<file path="src/rtl/core/spg_pkg.sv">
`timescale 1ns / 1ps
package spg_pkg;

  localparam int unsigned TIMER_CLOCK_HZ = 1000000;
  localparam int unsigned PERIOD_MAX     = 65536;
  localparam int unsigned PERIOD_MIN     = 800;

  localparam int SPEED_W = 8;
  localparam int ANGLE_W = 14;
  localparam int MOVE_W  = 8;
  localparam int STEPS_W = 15;
  localparam int PER_W   = 17;
  localparam int CFG_DW  = 14;
  localparam int CFG_IW  = 2;

  // divider: dividend wide enough for the timer clock and for angle*100
  localparam int HZ_W   = $clog2(TIMER_CLOCK_HZ + 1);
  localparam int DIVD_W = (HZ_W > STEPS_W) ? HZ_W : STEPS_W;
  localparam int DVSR_W = 15;
  localparam int CNT_W  = $clog2(DIVD_W + 1);

  localparam int UPC_W = 4;

  localparam logic [CFG_IW-1:0] CFG_SPEED      = 2'd0;
  localparam logic [CFG_IW-1:0] CFG_STEP_ANGLE = 2'd1;
  localparam logic [CFG_IW-1:0] CFG_DIR        = 2'd2;

  localparam logic MODE_TICK = 1'b0;
  localparam logic MODE_MOVE = 1'b1;

  typedef struct packed {
    logic               mode;
    logic [MOVE_W-1:0]  angle_deg;
  } in_item_t;

  typedef struct packed {
    logic               step_level;
    logic               dir_level;
    logic               busy_res;
    logic [STEPS_W-1:0] steps_left;
    logic [PER_W-1:0]   period_ticks;
  } out_item_t;

  typedef enum logic [2:0] {
    UOP_NOP     = 3'd0,
    UOP_LD_FREQ = 3'd1,
    UOP_LD_PER  = 3'd2,
    UOP_LD_MOVE = 3'd3,
    UOP_DIV     = 3'd4,
    UOP_ST_PER  = 3'd5,
    UOP_ST_MOVE = 3'd6
  } uop_t;

  typedef enum logic [1:0] {
    JMP_NEXT   = 2'd0,
    JMP_LOOP   = 2'd1,
    JMP_ALWAYS = 2'd2
  } jmp_t;

  typedef struct packed {
    uop_t             uop;
    jmp_t             jmp;
    logic [UPC_W-1:0] target;
  } uword_t;

  localparam logic [UPC_W-1:0] UA_IDLE   = 4'd0;
  localparam logic [UPC_W-1:0] UA_RECALC = 4'd1;
  localparam logic [UPC_W-1:0] UA_MOVE   = 4'd6;

  // microprogram: period recompute at UA_RECALC, move command at UA_MOVE
  function automatic uword_t urom(input logic [UPC_W-1:0] pc);
    uword_t w;
    w = '{uop: UOP_NOP, jmp: JMP_ALWAYS, target: UA_IDLE};
    case (pc)
      4'd0: w = '{uop: UOP_NOP,     jmp: JMP_ALWAYS, target: UA_IDLE};
      4'd1: w = '{uop: UOP_LD_FREQ, jmp: JMP_NEXT,   target: UA_IDLE};
      4'd2: w = '{uop: UOP_DIV,     jmp: JMP_LOOP,   target: UA_IDLE};
      4'd3: w = '{uop: UOP_LD_PER,  jmp: JMP_NEXT,   target: UA_IDLE};
      4'd4: w = '{uop: UOP_DIV,     jmp: JMP_LOOP,   target: UA_IDLE};
      4'd5: w = '{uop: UOP_ST_PER,  jmp: JMP_ALWAYS, target: UA_IDLE};
      4'd6: w = '{uop: UOP_LD_MOVE, jmp: JMP_NEXT,   target: UA_IDLE};
      4'd7: w = '{uop: UOP_DIV,     jmp: JMP_LOOP,   target: UA_IDLE};
      4'd8: w = '{uop: UOP_ST_MOVE, jmp: JMP_ALWAYS, target: UA_IDLE};
      default: w = '{uop: UOP_NOP, jmp: JMP_ALWAYS, target: UA_IDLE};
    endcase
    return w;
  endfunction

endpackage

</file>
<file path="src/rtl/core/stepper_pulse_generator.sv">
`timescale 1ns / 1ps
// Timer tick transaction: registered at acceptance, one tick per cycle unless stalled.
// Move transaction: angle loaded, divided by the shared one-bit-per-cycle divider and
// stored by ST_MOVE; input stalls until the result is written.
// Speed or step-angle write: frequency then period recomputed on the same divider,
// input stalled meanwhile. Synchronous active-low reset: stopped, period 65536.
module stepper_pulse_generator (
  input  logic                          clk,
  input  logic                          rst_n,
  input  logic                          in_valid,
  output logic                          in_stall,
  input  spg_pkg::in_item_t             in_data,
  output logic                          out_valid,
  input  logic                          out_stall,
  output spg_pkg::out_item_t            out_data,
  input  logic                          cfg_we,
  input  logic [spg_pkg::CFG_IW-1:0]    cfg_idx,
  input  logic [spg_pkg::CFG_DW-1:0]    cfg_wdata
);

  localparam int DIVD_W  = spg_pkg::DIVD_W;
  localparam int DVSR_W  = spg_pkg::DVSR_W;
  localparam int CNT_W   = spg_pkg::CNT_W;
  localparam int PER_W   = spg_pkg::PER_W;
  localparam int STEPS_W = spg_pkg::STEPS_W;
  localparam int UPC_W   = spg_pkg::UPC_W;

  // configuration
  logic [spg_pkg::SPEED_W-1:0] speed_r;
  logic [spg_pkg::ANGLE_W-1:0] step_angle_r;
  logic                        dir_r;
  logic                        recalc_pend_r, recalc_pend_nxt;

  // motor state
  logic [STEPS_W-1:0] rem_steps_r, rem_steps_nxt;
  logic               busy_r, busy_nxt;
  logic               running_r, running_nxt;
  logic [PER_W-1:0]   tick_r, tick_nxt;
  logic [PER_W-1:0]   period_r, period_nxt;

  // sequencer and divider
  logic [UPC_W-1:0]            upc_r, upc_nxt;
  logic [CNT_W-1:0]            cnt_r, cnt_nxt;
  logic [DIVD_W-1:0]           dvd_r, dvd_nxt;
  logic [DVSR_W-1:0]           prem_r, prem_nxt;
  logic [DVSR_W-1:0]           dvsr_r, dvsr_nxt;
  logic [spg_pkg::MOVE_W-1:0]  move_angle_r, move_angle_nxt;

  // output register
  logic                 out_valid_r, out_valid_nxt;
  spg_pkg::out_item_t   out_data_r, out_data_nxt;

  spg_pkg::uword_t   uw;
  logic              idle;
  logic              out_free;
  logic              in_acc;
  logic              last_step;
  logic [DVSR_W-1:0] angle_eff;
  logic [DVSR_W:0]   rem_sh;
  logic              rem_ge;
  logic [DVSR_W-1:0] freq_q;
  logic [PER_W-1:0]  tick_inc;
  logic              cfg_period_wr;

  assign uw        = spg_pkg::urom(upc_r);
  assign idle      = (upc_r == spg_pkg::UA_IDLE);
  assign out_free  = !out_valid_r || !out_stall;
  assign in_stall  = !(idle && !recalc_pend_r && out_free);
  assign in_acc    = in_valid && !in_stall;
  assign last_step = (cnt_r == CNT_W'(1));
  assign out_valid = out_valid_r;
  assign out_data  = out_data_r;

  assign angle_eff = (step_angle_r == '0) ? DVSR_W'(1) : DVSR_W'(step_angle_r);
  assign rem_sh    = {prem_r, dvd_r[DIVD_W-1]};
  assign rem_ge    = (rem_sh >= {1'b0, dvsr_r});
  assign freq_q    = dvd_r[DVSR_W-1:0];
  assign tick_inc  = tick_r + PER_W'(1);

  assign cfg_period_wr = cfg_we &&
                         ((cfg_idx == spg_pkg::CFG_SPEED) || (cfg_idx == spg_pkg::CFG_STEP_ANGLE));

  // sequencer
  always_comb begin
    upc_nxt         = upc_r;
    recalc_pend_nxt = recalc_pend_r;
    if (idle) begin
      if (recalc_pend_r) begin
        upc_nxt         = spg_pkg::UA_RECALC;
        recalc_pend_nxt = 1'b0;
      end else if (in_acc && (in_data.mode == spg_pkg::MODE_MOVE)) begin
        upc_nxt = spg_pkg::UA_MOVE;
      end
    end else begin
      case (uw.jmp)
        spg_pkg::JMP_NEXT:   upc_nxt = upc_r + UPC_W'(1);
        spg_pkg::JMP_LOOP:   upc_nxt = last_step ? upc_r + UPC_W'(1) : upc_r;
        spg_pkg::JMP_ALWAYS: upc_nxt = uw.target;
        default:             upc_nxt = spg_pkg::UA_IDLE;
      endcase
    end
    // a later write queues another recompute after the current one
    if (cfg_period_wr) begin
      recalc_pend_nxt = 1'b1;
    end
  end

  // datapath
  always_comb begin
    cnt_nxt        = cnt_r;
    dvd_nxt        = dvd_r;
    prem_nxt       = prem_r;
    dvsr_nxt       = dvsr_r;
    move_angle_nxt = move_angle_r;
    rem_steps_nxt  = rem_steps_r;
    busy_nxt       = busy_r;
    running_nxt    = running_r;
    tick_nxt       = tick_r;
    period_nxt     = period_r;
    out_valid_nxt  = out_valid_r && out_stall;
    out_data_nxt   = out_data_r;

    if (idle && in_acc) begin
      if (in_data.mode == spg_pkg::MODE_MOVE) begin
        move_angle_nxt = in_data.angle_deg;
      end else begin
        if (running_r) begin
          tick_nxt = tick_inc;
          if (tick_inc >= period_r) begin
            tick_nxt = '0;
            if (rem_steps_r == '0) begin
              running_nxt = 1'b0;
              busy_nxt    = 1'b0;
            end else begin
              rem_steps_nxt = rem_steps_r - STEPS_W'(1);
            end
          end
        end
        out_valid_nxt = 1'b1;
      end
    end

    case (uw.uop)
      spg_pkg::UOP_LD_FREQ: begin
        dvd_nxt  = DIVD_W'(speed_r) * DIVD_W'(100);
        dvsr_nxt = angle_eff;
        prem_nxt = '0;
        cnt_nxt  = CNT_W'(DIVD_W);
      end
      spg_pkg::UOP_LD_PER: begin
        dvd_nxt  = DIVD_W'(spg_pkg::TIMER_CLOCK_HZ);
        dvsr_nxt = (freq_q == '0) ? DVSR_W'(1) : freq_q;
        prem_nxt = '0;
        cnt_nxt  = CNT_W'(DIVD_W);
      end
      spg_pkg::UOP_LD_MOVE: begin
        dvd_nxt  = DIVD_W'(move_angle_r) * DIVD_W'(100);
        dvsr_nxt = angle_eff;
        prem_nxt = '0;
        cnt_nxt  = CNT_W'(DIVD_W);
      end
      spg_pkg::UOP_DIV: begin
        // restoring division, one quotient bit per cycle shifted into dvd_r
        prem_nxt = rem_ge ? DVSR_W'(rem_sh - {1'b0, dvsr_r}) : rem_sh[DVSR_W-1:0];
        dvd_nxt  = {dvd_r[DIVD_W-2:0], rem_ge};
        cnt_nxt  = cnt_r - CNT_W'(1);
      end
      spg_pkg::UOP_ST_PER: begin
        if (dvd_r > DIVD_W'(spg_pkg::PERIOD_MAX)) begin
          period_nxt = PER_W'(spg_pkg::PERIOD_MAX);
        end else if (dvd_r < DIVD_W'(spg_pkg::PERIOD_MIN)) begin
          period_nxt = PER_W'(spg_pkg::PERIOD_MIN);
        end else begin
          period_nxt = PER_W'(dvd_r);
        end
      end
      spg_pkg::UOP_ST_MOVE: begin
        // count replaced, timer keeps its phase; zero steps only clears busy
        rem_steps_nxt = dvd_r[STEPS_W-1:0];
        busy_nxt      = (dvd_r[STEPS_W-1:0] != '0);
        if (dvd_r[STEPS_W-1:0] != '0) begin
          running_nxt = 1'b1;
        end
        out_valid_nxt = 1'b1;
      end
      default: ;
    endcase

    out_data_nxt.step_level   = running_nxt && (tick_nxt < (period_r >> 1));
    out_data_nxt.dir_level    = dir_r;
    out_data_nxt.busy_res     = busy_nxt;
    out_data_nxt.steps_left   = rem_steps_nxt;
    out_data_nxt.period_ticks = period_r;
    if (!out_valid_nxt || (out_valid_r && out_stall)) begin
      out_data_nxt = out_data_r;
    end
  end

  always_ff @(posedge clk) begin
    if (!rst_n) begin
      speed_r       <= '0;
      step_angle_r  <= spg_pkg::ANGLE_W'(180);
      dir_r         <= 1'b1;
      recalc_pend_r <= 1'b0;
      rem_steps_r   <= '0;
      busy_r        <= 1'b0;
      running_r     <= 1'b0;
      tick_r        <= '0;
      period_r      <= PER_W'(spg_pkg::PERIOD_MAX);
      upc_r         <= spg_pkg::UA_IDLE;
      out_valid_r   <= 1'b0;
    end else begin
      if (cfg_we) begin
        case (cfg_idx)
          spg_pkg::CFG_SPEED:      speed_r      <= cfg_wdata[spg_pkg::SPEED_W-1:0];
          spg_pkg::CFG_STEP_ANGLE: step_angle_r <= cfg_wdata[spg_pkg::ANGLE_W-1:0];
          spg_pkg::CFG_DIR:        dir_r        <= cfg_wdata[0];
          default: ;
        endcase
      end
      recalc_pend_r <= recalc_pend_nxt;
      rem_steps_r   <= rem_steps_nxt;
      busy_r        <= busy_nxt;
      running_r     <= running_nxt;
      tick_r        <= tick_nxt;
      period_r      <= period_nxt;
      upc_r         <= upc_nxt;
      out_valid_r   <= out_valid_nxt;
    end
  end

  always_ff @(posedge clk) begin
    cnt_r        <= cnt_nxt;
    dvd_r        <= dvd_nxt;
    prem_r       <= prem_nxt;
    dvsr_r       <= dvsr_nxt;
    move_angle_r <= move_angle_nxt;
    out_data_r   <= out_data_nxt;
  end

endmodule

</file>
<file path="config.mk">
export PLATFORM = sky130hd
export DESIGN_NAME = stepper_pulse_generator
export DESIGN_NICKNAME = d
export VERILOG_FILES = /design/src/rtl/core/spg_pkg.sv /design/src/rtl/core/stepper_pulse_generator.sv
export SDC_FILE = /design/constraint.sdc
export NUM_CORES = 1
export LEC_CHECK = 0
export BUFFER_PORTS_ARGS = -buffer_cell sky130_fd_sc_hd__buf_2
export CAP_MARGIN = 20
export CORE_MARGIN = 2
export CORE_UTILIZATION = 40
export CTS_CLUSTER_DIAMETER = 40
export DETAILED_ROUTE_END_ITERATION = 16
export PLACE_DENSITY = 0.67
export SYNTH_ARGS = -nofsm -noshare
export SYNTH_HDL_FRONTEND = slang
export SYNTH_SLANG_ARGS = --single-unit
</file>
<file path="constraint.sdc">
create_clock -name clk -period 4.4 [get_ports clk]
set_clock_uncertainty 0.05 [all_clocks]
set_input_delay 0.22 -clock clk [delete_from_list [all_inputs] [get_ports clk]]
set_output_delay 0.22 -clock clk [all_outputs]
set_load 0.01 [all_outputs]
</file>
Word level (Yosys, flattened, before mapping)
Memories as Yosys holds them, arrays and structs flattened. A register that Yosys moved wholly into a read port is not among the register bits.
Cells that the tools add are included.
{ "totals": {"output_inout_bits": 37, "memories": 1, "word_cells": 125, "inputBits": 30, "regBits": 178, "ram_bits": 0, "latch_bits": 0, "rom_bits": 80} }
{ "op_classes": {"shifts": 0, "muxes": 44, "bitwise": 0, "n_reduce_logical": 34, "eq_ne": 13, "mul": 2, "n_lt_le_gt_ge": 5, "div": 0, "n_addsub": 5} }
{ "memory_table": {"columns": ["memory", "words", "word_bits", "read_ports", "rd_clocked_by_memory_dff", "wr", "line_no", "rtl"], "rows": [
  ["(name not given)", 16, 5, 1, 1, 0, "spg_pkg.sv:74", "case (pc)"]
]} }
{ "ops": {"columns": ["operator", "count"], "rows": [
  ["$mux W15", 8],
  ["$mux W17", 6],
  ["$pmux W20 S4", 1],
  ["$pmux W15 S2", 2],
  ["$logic_not A15 Y1", 2],
  ["$mul A8 B5 Y13 const B", 2],
  ["$mux W4", 6],
  ["$gt A20 B17 Y1 const B", 1],
  ["$lt A20 B10 Y1 const B", 1],
  ["$mux W1", 18],
  ["$add A17 B1 Y17 const B", 1],
  ["$ge A17 B17 Y1", 1],
  ["$lt A17 B16 Y1", 1],
  ["$ge A16 B15 Y1", 1],
  ["$reduce_bool A15 Y1", 1],
  ["$sub A15 B1 Y15 const B", 1],
  ["$sub A15 B15 Y15", 1],
  ["$logic_not A14 Y1", 1],
  ["$mux W14", 1],
  ["$pmux W4 S3", 1],
  ["$pmux W5 S2", 1],
  ["$reduce_and A2 Y1", 5],
  ["$eq A3 B3 Y1 const B", 3],
  ["$logic_and A1 B1 Y1", 8],
  ["other kinds (17)", 29]
]} }

Logic depth before layout (Yosys ltp)
Gate-level depths: netlist (run 1).
{ "logic_depth": {"word_depth": 10, "ltp_mapped": 24, "ltp_nobuf": 23} }

Worst setup path after synthesis (run 1)
OpenSTA, ideal clock, no wires.
{ "synth_timing": {"path_type": "register to register", "from": "reg tick_r[0]", "to": "reg out_data_r (netlist bit out_data[34]) (data pin)", "path_buffers": 2, "slack_ns": -0.216, "setup_time_ns": 0.176, "path_stages_with_launch": 24, "synth_period_minus_slack_ns": 4.616, "arrival_ns": 4.390, "required_ns": 4.174, "cell_sequence": "dfxtp_1 > ha_1 > and3_1 > nand4_1 > or2_2 > clkbuf_1 > inv_1 > nand3_1 > xnor2_1 > ha_1 > a21o_1 > a21o_1 > a21oi_1 > o21a_1 > nand3_1 > clkbuf_1 > or3_1 > nand2_1 > ha_1 > a21oi_1 > o21ai_0 > a221oi_1 > o21ai_0 > nor4_1"} }
{ "synth_between": {"elab_cells_between_ends": 14, "cone_classes": "1 x add/sub; 2 x order compare; 10 x mux; 1 x reduce/logical"} }
{ "synth_rtl": {"columns": ["element", "line_no", "rtl"], "rows": [
  ["start, declared", "stepper_pulse_generator.sv:38", "logic [PER_W-1:0] tick_r, tick_nxt;"],
  ["start signal, assigned", "stepper_pulse_generator.sv:225", "tick_r <= tick_nxt;"],
  ["$add A17 B1 Y17 (*)", "stepper_pulse_generator.sv:78", "assign tick_inc = tick_r + PER_W'(1);"],
  ["$ge A17 B17 Y1", "stepper_pulse_generator.sv:129", "if (tick_inc >= period_r) begin"],
  ["$mux W17 (*)", "stepper_pulse_generator.sv:129", null],
  ["$mux W17 (*)", "stepper_pulse_generator.sv:127", "if (running_r) begin"],
  ["$mux W17 (*)", "stepper_pulse_generator.sv:124", "if (in_data.mode == spg_pkg::MODE_MOVE) begin"],
  ["$mux W17 (*)", "stepper_pulse_generator.sv:123", "if (idle && in_acc) begin"],
  ["net tick_nxt[6]", "stepper_pulse_generator.sv:38", null],
  ["$lt A17 B16 Y1 (*)", "stepper_pulse_generator.sv:189", "out_data_nxt.step_level = running_nxt && (tick_nxt < (period_r >> 1));"],
  ["$logic_and A1 B1 Y1 (*)", "stepper_pulse_generator.sv:189", null],
  ["end signal, assigned", "stepper_pulse_generator.sv:238", "out_data_r <= out_data_nxt;"],
  ["end, declared", "stepper_pulse_generator.sv:51", "spg_pkg::out_item_t out_data_r, out_data_nxt;"]
]} }
Mark *: on every way through the listed nets, which the timed path passes. The rest lies on a longest branch.
A chain may end at the register's enable or synchronous reset.

Worst setup path in the final report (run 1)
{ "layout_timing": {"from": "reg tick_r[1]", "to": "reg out_data_r (netlist bit out_data[34]) (data pin)"} }
The elaborated chain is that of the path after synthesis.

==> impl_metrics.tcl, run 1 <==
set metrics [dict create \
    status "finished clean" \
    cts_buffer_depth 2 \
    clk_latency_ns 0.44 \
    drive_gt1_frac 0.1474 \
    fin_util 0.4728 \
    final_nets 1441 \
    tightest_slew_ns 0.8900 \
    viasPerCell 5.387 \
    place_congestion 0.9206 \
    fin_area_mm2 0.01310 \
    crit_fanout 8 \
    maxSlewHeadroom 0.4055 \
    crit_required_ns 4.61 \
    synthArstFlopShare 0 \
    die_w_um 171.4 \
    synthesis.nets 1343 \
    ys_warn_count 0 \
    syn_area_per_cell_um2 9.400 \
    avgRoutedWirePerCell_um 16.72 \
    io_pins 67 \
    r2r_cells 20 \
    clockRootBuffer "clkbuf_16" \
    fin_crit_ns 4.295 \
    core-area_mm2 0.02771 \
    grt_pass1_wl_um 45280 \
    p_per_area_mw_per_mm2 539.4 \
    ant_nets 0 \
    ys_seq_elements 183 \
    whs_path_depth 3 \
    synthTopCellsByCount "nand2_1, ha_1, edfxtp_1" \
    synth.distinct_cells 72 \
    drt_iter0_drc 662 \
    cap_violations 0 \
    synth_top_cell_area_share 0.2626 \
    r2r_start "tick_r[1]$_SDFF_PN0_" \
    htreeDepth 4 \
    ys.flop_type "edfxtp_1" \
    grt_pass1_vias 8766 \
    grt_antenna_before_repair 0 \
    wl_met3_um 1493 \
    finalCritPeriodShare 0.9761 \
    seq_area_frac_synth 0.4145 \
    dieArea_mm2 0.02937 \
    synth_area_leaders "edfxtp_1, dfxtp_1, ha_1, nand2_1, a21oi_1" \
    path_class "reg -> reg" \
    netlist_area_mm2 0.01120 \
    fin_ws_ns 0.1050 \
    max_freq_mhz 232.8 \
    synth.most_common_cell "nand2_1" \
    start_util 0.4044 \
    diodes 0 \
    clk_pin_slew_ns 0.07 \
    cp.arrival_ns 4.50 \
    routed_wl_um 28110 \
    cts_sinks 183 \
    wl_met1_um 12660 \
    ir_worst_vdd_uv 335.3 \
    synth_edf_count 98 \
    drc_errors 0 \
    cp-startpoint "tick_r[1]$_SDFF_PN0_" \
    first_pass_iters 5 \
    hold_start "cfg_wdata[0]" \
    tritoncts "built" \
    wl_met2_um 13240 \
    areaGrowthSynthToFinish_pct 16.91 \
    setup_viol 0 \
    slew_violations 0 \
    synth_top_cell_by_area "edfxtp_1" \
    die-height_um 171.4 \
    track_usage 0.1964 \
    crit_path_start_kind "register" \
    timing.final.hold_violations 0 \
    dp_hpwl_um 20580 \
    numCtsBuffers 17 \
    placed_cell_area_mm2 0.01212 \
    rsz0062_at_grt "yes" \
    syn_inst 1192 \
    vias 9056 \
    highest_layer "met4" \
    worst_setup_path_end_kind "register" \
    p_leak_nw 5.477 \
    hp-class "in -> reg" \
    pre_cts_ws_ns -0.08619 \
    grt_max_degree 58 \
    grt_overflow 0 \
    rows 61 \
    io_buffers 66 \
]
-- final cells by class --
type	instances	area [um2]
clock buffer	25	539.3
clock inverter	7	63.81
fill	2582	14610
inverter	86	322.8
multi-input combinational	875	6201
sequential	183	4649
tap	378	473.0
timing repair buffer	127	849.6
-- worst max-delay path: stages, from the launching register on --
cell	delay, ns
dfxtp_4	0.37
ha_4	0.13
and3_4	0.20
nand4_1	0.13
or2_4	0.26
inv_1	0.07
nand3_2	0.08
xnor2_1	0.14
ha_1	0.32
a21o_1	0.18
a21o_1	0.18
a21oi_2	0.15
o21a_4	0.20
nand2_4	0.09
o21ai_0	0.41
ha_1	0.33
a21o_1	0.17
a21oi_2	0.16
buf_4	0.14
a41oi_2	0.10
nor4_1	0.27
-- sequential cells by signal, indices dropped and copies added, names as in the netlist --
signal,flops
recalc_pend_r,1
running_r,1
dir_r,1
uw,5
speed_r,8
dvd_r,20
out_data,35
tick_r,17
period_r,17
prem_r,15
busy_r,1
move_angle_r,8
dvsr_r,15
out_valid,1
rem_steps_r,15
step_angle_r,14
upc_r,4
cnt_r,5
-- logic make-up (layout without fill, tap and decap cells) --
group,Yosys count,in the layout,synth area share
and+or+nand+nor,418,418,0.1850
AOI/OAI and AO/OA,244,244,0.1359
DFF,183,183,0.4145
buffers and inverters,134,245,0.04612
adders and majority gates,121,121,0.1398
muxes,47,47,0.04344
xor gates and xnor gates,45,45,0.03518
-- final timing paths --
kind | to | slack [ns]
worst max-delay path | out_data[34]$_DFFE_PN_ | 0.10
worst min-delay path | dir_r$_SDFFE_PN1P_ | 0.03
worst max register to register | out_data[34]$_DFFE_PN_ | 0.10
worst min register to register | out_data[33]$_DFFE_PN_ | 0.39
-- metrics by stage --
step           hold WS [ns]  setup TNS, ns  power (mW)  std cells
3_5_place_dp         0.3481       -0.08619       5.447       1621
2_1_floorplan        0.2689              0       4.621       1192
4_1_cts            0.009939              0       7.042       1675
5_1_grt             0.02193        -0.1050       7.547       1681
6_report            0.02881              0       7.065       1681
3_3_place_gp         0.3476              0       5.390       1621
-- power breakdown --
| part | switching (mW) | leakage, nW | internal (mW) | total, mW |
|---|---|---|---|---|
| sequential | 0.399 | 1.62 | 2.35 | 2.75 |
| clock | 0.695 | 0.299 | 0.874 | 1.57 |
| combinational | 1.63 | 3.56 | 1.12 | 2.75 |
| total | 2.72 | 5.48 | 4.34 | 7.07 |
-- cell usage in the layout (no fill, tap or decap), types with 6 or more instances in the layout --
cell type / instances
dfxtp_1: 83
a22oi_1: 13
o21a_1: 14
mux2i_1: 34
o22ai_1: 10
a211oi_1: 11
nor2_1: 87
buf_2: 67
fa_1: 7
nand4_1: 19
inv_1: 85
o21ai_1: 8
a31oi_1: 9
nor3_1: 15
and3_1: 10
nand2b_1: 18
and2_1: 24
nor4_1: 13
or2_1: 8
a21oi_1: 81
or2_2: 6
clkbuf_16: 20
or3_1: 10
buf_4: 37
nand2_1: 140
o21ai_0: 37
nand3_1: 20
edfxtp_1: 98
o211ai_1: 7
dlygate4sd3_1: 21
xnor2_1: 28
xor2_1: 15
a21o_1: 13
mux2_2: 13
ha_1: 113
nor2b_1: 9
-- routing by layer --
metal | vias up | global-route usage
met1 | 4280 | 0.2621
li1 | 4460 | -
met5 | - | 0
met2 | 267 | 0.3236
met3 | 49 | 0.03037
met4 | 0 | 0.07038
-- what timing repair did --
action | 4_1_cts | 5_1_grt
endpoints found under the hold margin | 24 | 0
buffers inserted | 1 | 4
setup endpoints to repair | 1 | 1
gates resized for setup | 3 | 25
hold buffers | 21 | 0
pin swaps | 0 | 17
(Power assumes the default switching activity.)
==> run 2: changes to the inputs <==
==> constraint.sdc (replaced) <==
create_clock -name clk -period 3.6 [get_ports clk]
set_clock_uncertainty 0.05 [all_clocks]
set_input_delay 0.18 -clock clk [delete_from_list [all_inputs] [get_ports clk]]
set_output_delay 0.18 -clock clk [all_outputs]
set_load 0.01 [all_outputs]
==> run 2 against run 1 <==
  * The run now ends with negative setup slack left
  * Combinational power grew 24%
  * Hold slack improved by 0.019 ns
  * Cell area is 3.7% higher
  * Sequential share of layout area down 1.3 points
  * First-iteration DRC count up 6.2%
  * Register-to-register slack worse by 0.78 ns
  * Global-route usage increased by 0.41 points
  * Clock power up 19%
  * Cell count is 3.0% higher
  * Critical path type unchanged
  * Critical endpoint unchanged
==> impl_metrics.tcl, run 2 (synthesis results as in run 1) <==
set metrics [dict create \
    max_freq_mhz 234.2 \
    dp_hpwl_um 21170 \
    hp-class "in -> reg" \
    cp_slowest_cell "dfxtp_2" \
    htreeDepth 4 \
    tightest_slew_ns 0.9743 \
    clockRootBuffer "clkbuf_16" \
    rows 61 \
    multi_input_area_mm2 0.006271 \
    numCtsBuffers 17 \
    r2r_cells 23 \
    ir_worst_vdd_uv 420.6 \
    rrSetupSlack_ns -0.67 \
    cts_buffer_depth 2 \
    setup_viol 10 \
    dieArea_mm2 0.02937 \
    routed_wl_um 29380 \
    p_seq_frac 0.389 \
    tritoncts "built" \
    drc_errors 0 \
    core-area_mm2 0.02771 \
    largest_reg_flops 35 \
    intPower_mw 5.216 \
    first_pass_iters 5 \
    grt_antenna_before_repair 0 \
    ant_nets 0 \
    n_fill_cell 2523 \
    p_leak_nw 5.758 \
    fin_crit_ns 4.270 \
    timing.final.hold_violations 0 \
    avgRoutedWirePerCell_um 16.97 \
    hold_start "cfg_we" \
    worst_setup_path_end_kind "register" \
    cpMostUsedCell "a21o_1" \
    r2r_start "tick_r[1]$_SDFF_PN0_" \
    diodes 0 \
    netSwitchingPower_mw 3.400 \
    grt_max_degree 47 \
    clock_power_share 0.217 \
    finalCritPeriodShare 1.186 \
    areaGrowthSynthToFinish_pct 21.27 \
    timing.rr.end "out_data[34]$_DFFE_PN_" \
    final_nets 1491 \
    path_class "reg -> reg" \
    cp.arrival_ns 4.49 \
    cts_sinks 183 \
    grt_overflow 0 \
    clk_latency_ns 0.45 \
    slew_violations 0 \
    drive_gt1_frac 0.1892 \
    drt_iter0_drc 703 \
    status "complete, but fails checks" \
    die-height_um 171.4 \
    comb_power_share 0.395 \
    track_usage 0.2005 \
    die_w_um 171.4 \
    layout_commonest_cell "nand2_1" \
    whs_path_depth 4 \
    fin_tns_setup_ns -0.9624 \
    hold_slack_ns 0.04807 \
    grt_pass1_wl_um 45750 \
    start_util 0.4044 \
    maxSlewHeadroom 0.3485 \
    min_to "dir_r$_SDFFE_PN1P_" \
    switching_share 0.3946 \
    viasPerCell 5.338 \
    grt_pass1_vias 8863 \
    regArea_mm2 0.004647 \
    io_buffers 66 \
    path_cells "ha_4, and3_4, nand4_1, or2_4, inv_2, nand3_4, xnor2_2, ha_1, a21o_1, a21o_1, a21oi_2, o21a_2, nand2_4, o21a_1, o22ai_2, ha_1, a21o_1, a21o_1, a21oi_2, nand2_1, nand3_1, a41oi_1, nor4_1" \
    violations "negative setup slack" \
    slowest_delay_ns 0.35 \
    crit_required_ns 3.81 \
    io_pins 67 \
    vias 9240 \
    crit_path_start_kind "register" \
    rsz0062_at_grt "yes" \
    fin_ws_ns -0.6704 \
    place_congestion 0.9120 \
    p_per_area_mw_per_mm2 634.1 \
    layout_common_cells "nand2_1, ha_1, edfxtp_1" \
    crit_fanout 4 \
    clk_pin_slew_ns 0.07 \
    cap_violations 0 \
]
==> run 2: how the worst max path moves through the flow <==
stage                               from                endpoint  cells after the start
floorplan           tick_r[0]$_SDFF_PN0_  out_data[34]$_DFFE_PN_                     23
global placement    tick_r[1]$_SDFF_PN0_  out_data[34]$_DFFE_PN_                     19
detailed placement  tick_r[1]$_SDFF_PN0_  out_data[34]$_DFFE_PN_                     21
CTS                 tick_r[1]$_SDFF_PN0_  out_data[34]$_DFFE_PN_                     23
global route        tick_r[0]$_SDFF_PN0_  out_data[34]$_DFFE_PN_                     23
finish              tick_r[1]$_SDFF_PN0_  out_data[34]$_DFFE_PN_                     23
==> run 2: cell type report <==
| class | count | share of cell area |
|---|---|---|
| repair buffers | 177 | 0.09521 |
| clock buffers | 18 | 0.03315 |
| well taps | 378 | 0.03481 |
| flip-flops and latches | 183 | 0.3420 |
| multi-input cells | 875 | 0.4615 |
| clock inverters | 14 | 0.009576 |
| inverters | 86 | 0.02376 |
==> run 2: through the flow <==
step	instance area, um2	utilization	cells	total power, mW	setup slack (ns)
detailed placement	12460	0.4498	1664	6.715	-0.6663
global route	13590	0.4904	1731	9.169	-0.8860
CTS	13360	0.4821	1721	8.610	-0.6440
floorplan	11270	-	1192	5.649	-0.6315
global placement	12460	0.4498	1664	6.606	-0.5927
finish	13590	0.4904	1731	8.616	-0.6704
==> run 2: power by group through the flow <==
stage	Clock, mW	Sequential [mW]	Combinational, mW
floorplan	0	3.18	2.47
global placement	0	3.36	3.24
detailed placement	0	3.37	3.34
CTS	1.89	3.33	3.39
global route	1.98	3.39	3.81
finish	1.87	3.35	3.40
==> run 2: worst max-delay path, delay by kind of cell (launching register included) <==
kind | cells | cell delay [ns]
fa+ha+maj | 3 | 0.68
flops | 1 | 0.35
simple gates | 8 | 1.18
compound gates | 10 | 1.61
xor+xnor | 1 | 0.15
buf+inv | 1 | 0.07
==> run 2: layer usage <==
metal	vias up	global-route usage	part of all wire
li1	4563	-	-
met1	4381	0.2657	0.45
met2	250	0.3366	0.48
met3	46	0.02945	0.047
met4	0	0.06595	0.024
met5	-	0	0
==> run 2: timing repair <==
action,in CTS,in global routing
hold endpoints to repair,31,0
pin swaps,9,23
hold buffers,22,0
gates cloned,0,2
buffers inserted,3,8
endpoints found under the setup margin,2,20
gates resized for setup,18,26
==> run 3: changes to the inputs <==
--- a/config.mk
+++ b/config.mk
@@ -8,10 +8,10 @@
 export BUFFER_PORTS_ARGS = -buffer_cell sky130_fd_sc_hd__buf_2
 export CAP_MARGIN = 20
 export CORE_MARGIN = 2
-export CORE_UTILIZATION = 40
+export CORE_UTILIZATION = 43
 export CTS_CLUSTER_DIAMETER = 40
 export DETAILED_ROUTE_END_ITERATION = 16
-export PLACE_DENSITY = 0.67
+export PLACE_DENSITY = 0.71
 export SYNTH_ARGS = -nofsm -noshare
 export SYNTH_HDL_FRONTEND = slang
 export SYNTH_SLANG_ARGS = --single-unit
==> run 3 against run 2 <==
  * The run still ends with negative setup slack left
  * Global-route usage is 1.4 points higher
  * Clock power is 3% lower
  * Register-to-register slack better by 0.02 ns
  * Via count is 1.1% higher
  * Die area is 6.8% lower
  * Flip-flop and latch count stayed put
  * Non-clock buffer count is 8 lower
  * Total power is 0.95% lower
  * Wire length is 2.7% lower
==> impl_metrics.tcl, run 3 (synthesis results as in run 1) <==
set metrics [dict create \
    p_leak_nw 5.682 \
    finalCritPeriodShare 1.182 \
    grt_pass1_vias 8985 \
    violations "negative setup slack" \
    ant_nets 0 \
    clk_pin_slew_ns 0.08 \
    drc_errors 0 \
    comb_power_share 0.397 \
    htreeDepth 4 \
    max_freq_mhz 235.0 \
    clock_power_share 0.212 \
    tightest_slew_ns 0.9313 \
    hold_start "cfg_we" \
    diodes 0 \
    crit_fanout 5 \
    r2r_start "tick_r[1]$_SDFF_PN0_" \
    p_seq_frac 0.391 \
    timing.rr.end "out_data[34]$_DFFE_PN_" \
    clockRootBuffer "clkbuf_16" \
    fin_tns_setup_ns -0.6549 \
    fin_crit_ns 4.255 \
    status "complete, but fails checks" \
    routed_wl_um 28590 \
    viasPerCell 5.563 \
    r2r_cells 22 \
    rsz0062_at_grt "yes" \
    io_buffers 66 \
    p_per_area_mw_per_mm2 638.0 \
    dp_hpwl_um 20650 \
    crit_path_start_kind "register" \
    avgRoutedWirePerCell_um 17.02 \
    first_pass_iters 6 \
    layout_common_cells "nand2_1, ha_1, edfxtp_1" \
    die-height_um 165.4 \
    min_to "dir_r$_SDFFE_PN1P_" \
    core-area_mm2 0.02584 \
    maxSlewHeadroom 0.3772 \
    final_nets 1483 \
    switching_share 0.3937 \
    die_w_um 165.4 \
    start_util 0.4337 \
    clk_latency_ns 0.44 \
    rrSetupSlack_ns -0.65 \
    numCtsBuffers 17 \
    fin_ws_ns -0.6549 \
    grt_antenna_before_repair 0 \
    timing.final.hold_violations 0 \
    io_pins 67 \
    grt_pass1_wl_um 45590 \
    hold_slack_ns 0.04182 \
    path_class "reg -> reg" \
    worst_setup_path_end_kind "register" \
    slew_violations 0 \
    ir_worst_vdd_uv 414.3 \
    dp_cells 1617 \
    hp-class "in -> reg" \
    grt_overflow 0 \
    track_usage 0.2147 \
    areaGrowthSynthToFinish_pct 19.40 \
    intPower_mw 5.175 \
    netSwitchingPower_mw 3.360 \
    tritoncts "built" \
    whs_path_depth 4 \
    largest_reg_flops 35 \
    drive_gt1_frac 0.1829 \
    stdcell_count 1680 \
    place_congestion 0.8826 \
    dieArea_mm2 0.02736 \
    crit_required_ns 3.80 \
    setup_viol 1 \
    cts_buffer_depth 2 \
    cap_violations 0 \
    layout_commonest_cell "nand2_1" \
    cp.arrival_ns 4.45 \
    grt_max_degree 53 \
    rows 59 \
    drt_iter0_drc 725 \
    vias 9346 \
    cts_sinks 183 \
]
[run 3: metrics by stage]
stage / worst slack [ns] / power (mW) / utilization / cell area (um2)
global route: -0.8727 / 9.109 / 0.5178 / 13380
floorplan: -0.6315 / 5.649 / - / 11270
global placement: -0.5343 / 6.609 / 0.4790 / 12380
detailed placement: -0.6542 / 6.698 / 0.4790 / 12380
CTS: -0.5395 / 8.537 / 0.5134 / 13260
finish: -0.6549 / 8.535 / 0.5178 / 13380
[run 3: final cells by class]
type | count | area [um2]
multi-input combinational | 875 | 6259
tap | 335 | 419.2
clock buffer | 18 | 429.2
timing repair buffer | 169 | 1174
sequential | 183 | 4647
clock inverter | 14 | 127.6
fill | 2285 | 12460
inverter | 86 | 322.8
[run 3: how the worst max path moves through the flow]
stage,end,cells after the start,start
CTS,out_data[34]$_DFFE_PN_,23,tick_r[1]$_SDFF_PN0_
finish,out_data[34]$_DFFE_PN_,22,tick_r[1]$_SDFF_PN0_
global route,out_data[34]$_DFFE_PN_,21,tick_r[1]$_SDFF_PN0_
detailed placement,out_data[34]$_DFFE_PN_,19,tick_r[0]$_SDFF_PN0_
floorplan,out_data[34]$_DFFE_PN_,23,tick_r[0]$_SDFF_PN0_
global placement,out_data[34]$_DFFE_PN_,22,tick_r[1]$_SDFF_PN0_
[run 3: power by group through the flow]
stage / Combinational (mW) / Sequential (mW) / Clock, mW
2_1_floorplan: 2.47 / 3.18 / 0
3_3_place_gp: 3.25 / 3.36 / 0
3_5_place_dp: 3.33 / 3.37 / 0
4_1_cts: 3.38 / 3.33 / 1.83
5_1_grt: 3.81 / 3.38 / 1.92
6_report: 3.39 / 3.34 / 1.81
[run 3: layer usage]
layer / share of wire / global-route usage / vias to the layer above
met4: 0.027 / 0.07328 / 0
met3: 0.053 / 0.03646 / 54
li1: - / - / 4554
met1: 0.43 / 0.2772 / 4450
met2: 0.49 / 0.3650 / 288
met5: 0 / 0 / -
[run 3: critical path, cell delays in order (launching register included)]
cell and delay [ns]:
dfxtp_2 0.36, ha_4 0.13, and3_4 0.18, nand4_1 0.12
or2_4 0.27, inv_2 0.07, nand3_4 0.08, xnor2_2 0.15
ha_1 0.30, a21o_1 0.16, a21o_1 0.16, a21oi_2 0.14
o21a_4 0.22, nand2_4 0.09, nor2_2 0.20, o2bb2ai_2 0.16
ha_1 0.27, a21oi_1 0.16, nor2_1 0.06, a211o_1 0.25
a21oi_2 0.14, o21ai_1 0.09, nor4_1 0.27
[run 3: timing repair]
item | CTS | global route
resized for setup | 20 | 18
gates cloned | 0 | 0
hold endpoints to repair | 33 | 0
setup buffers | 5 | 3
hold buffers | 23 | 0
setup endpoints to repair | 1 | 11
pin swaps | 17 | 7
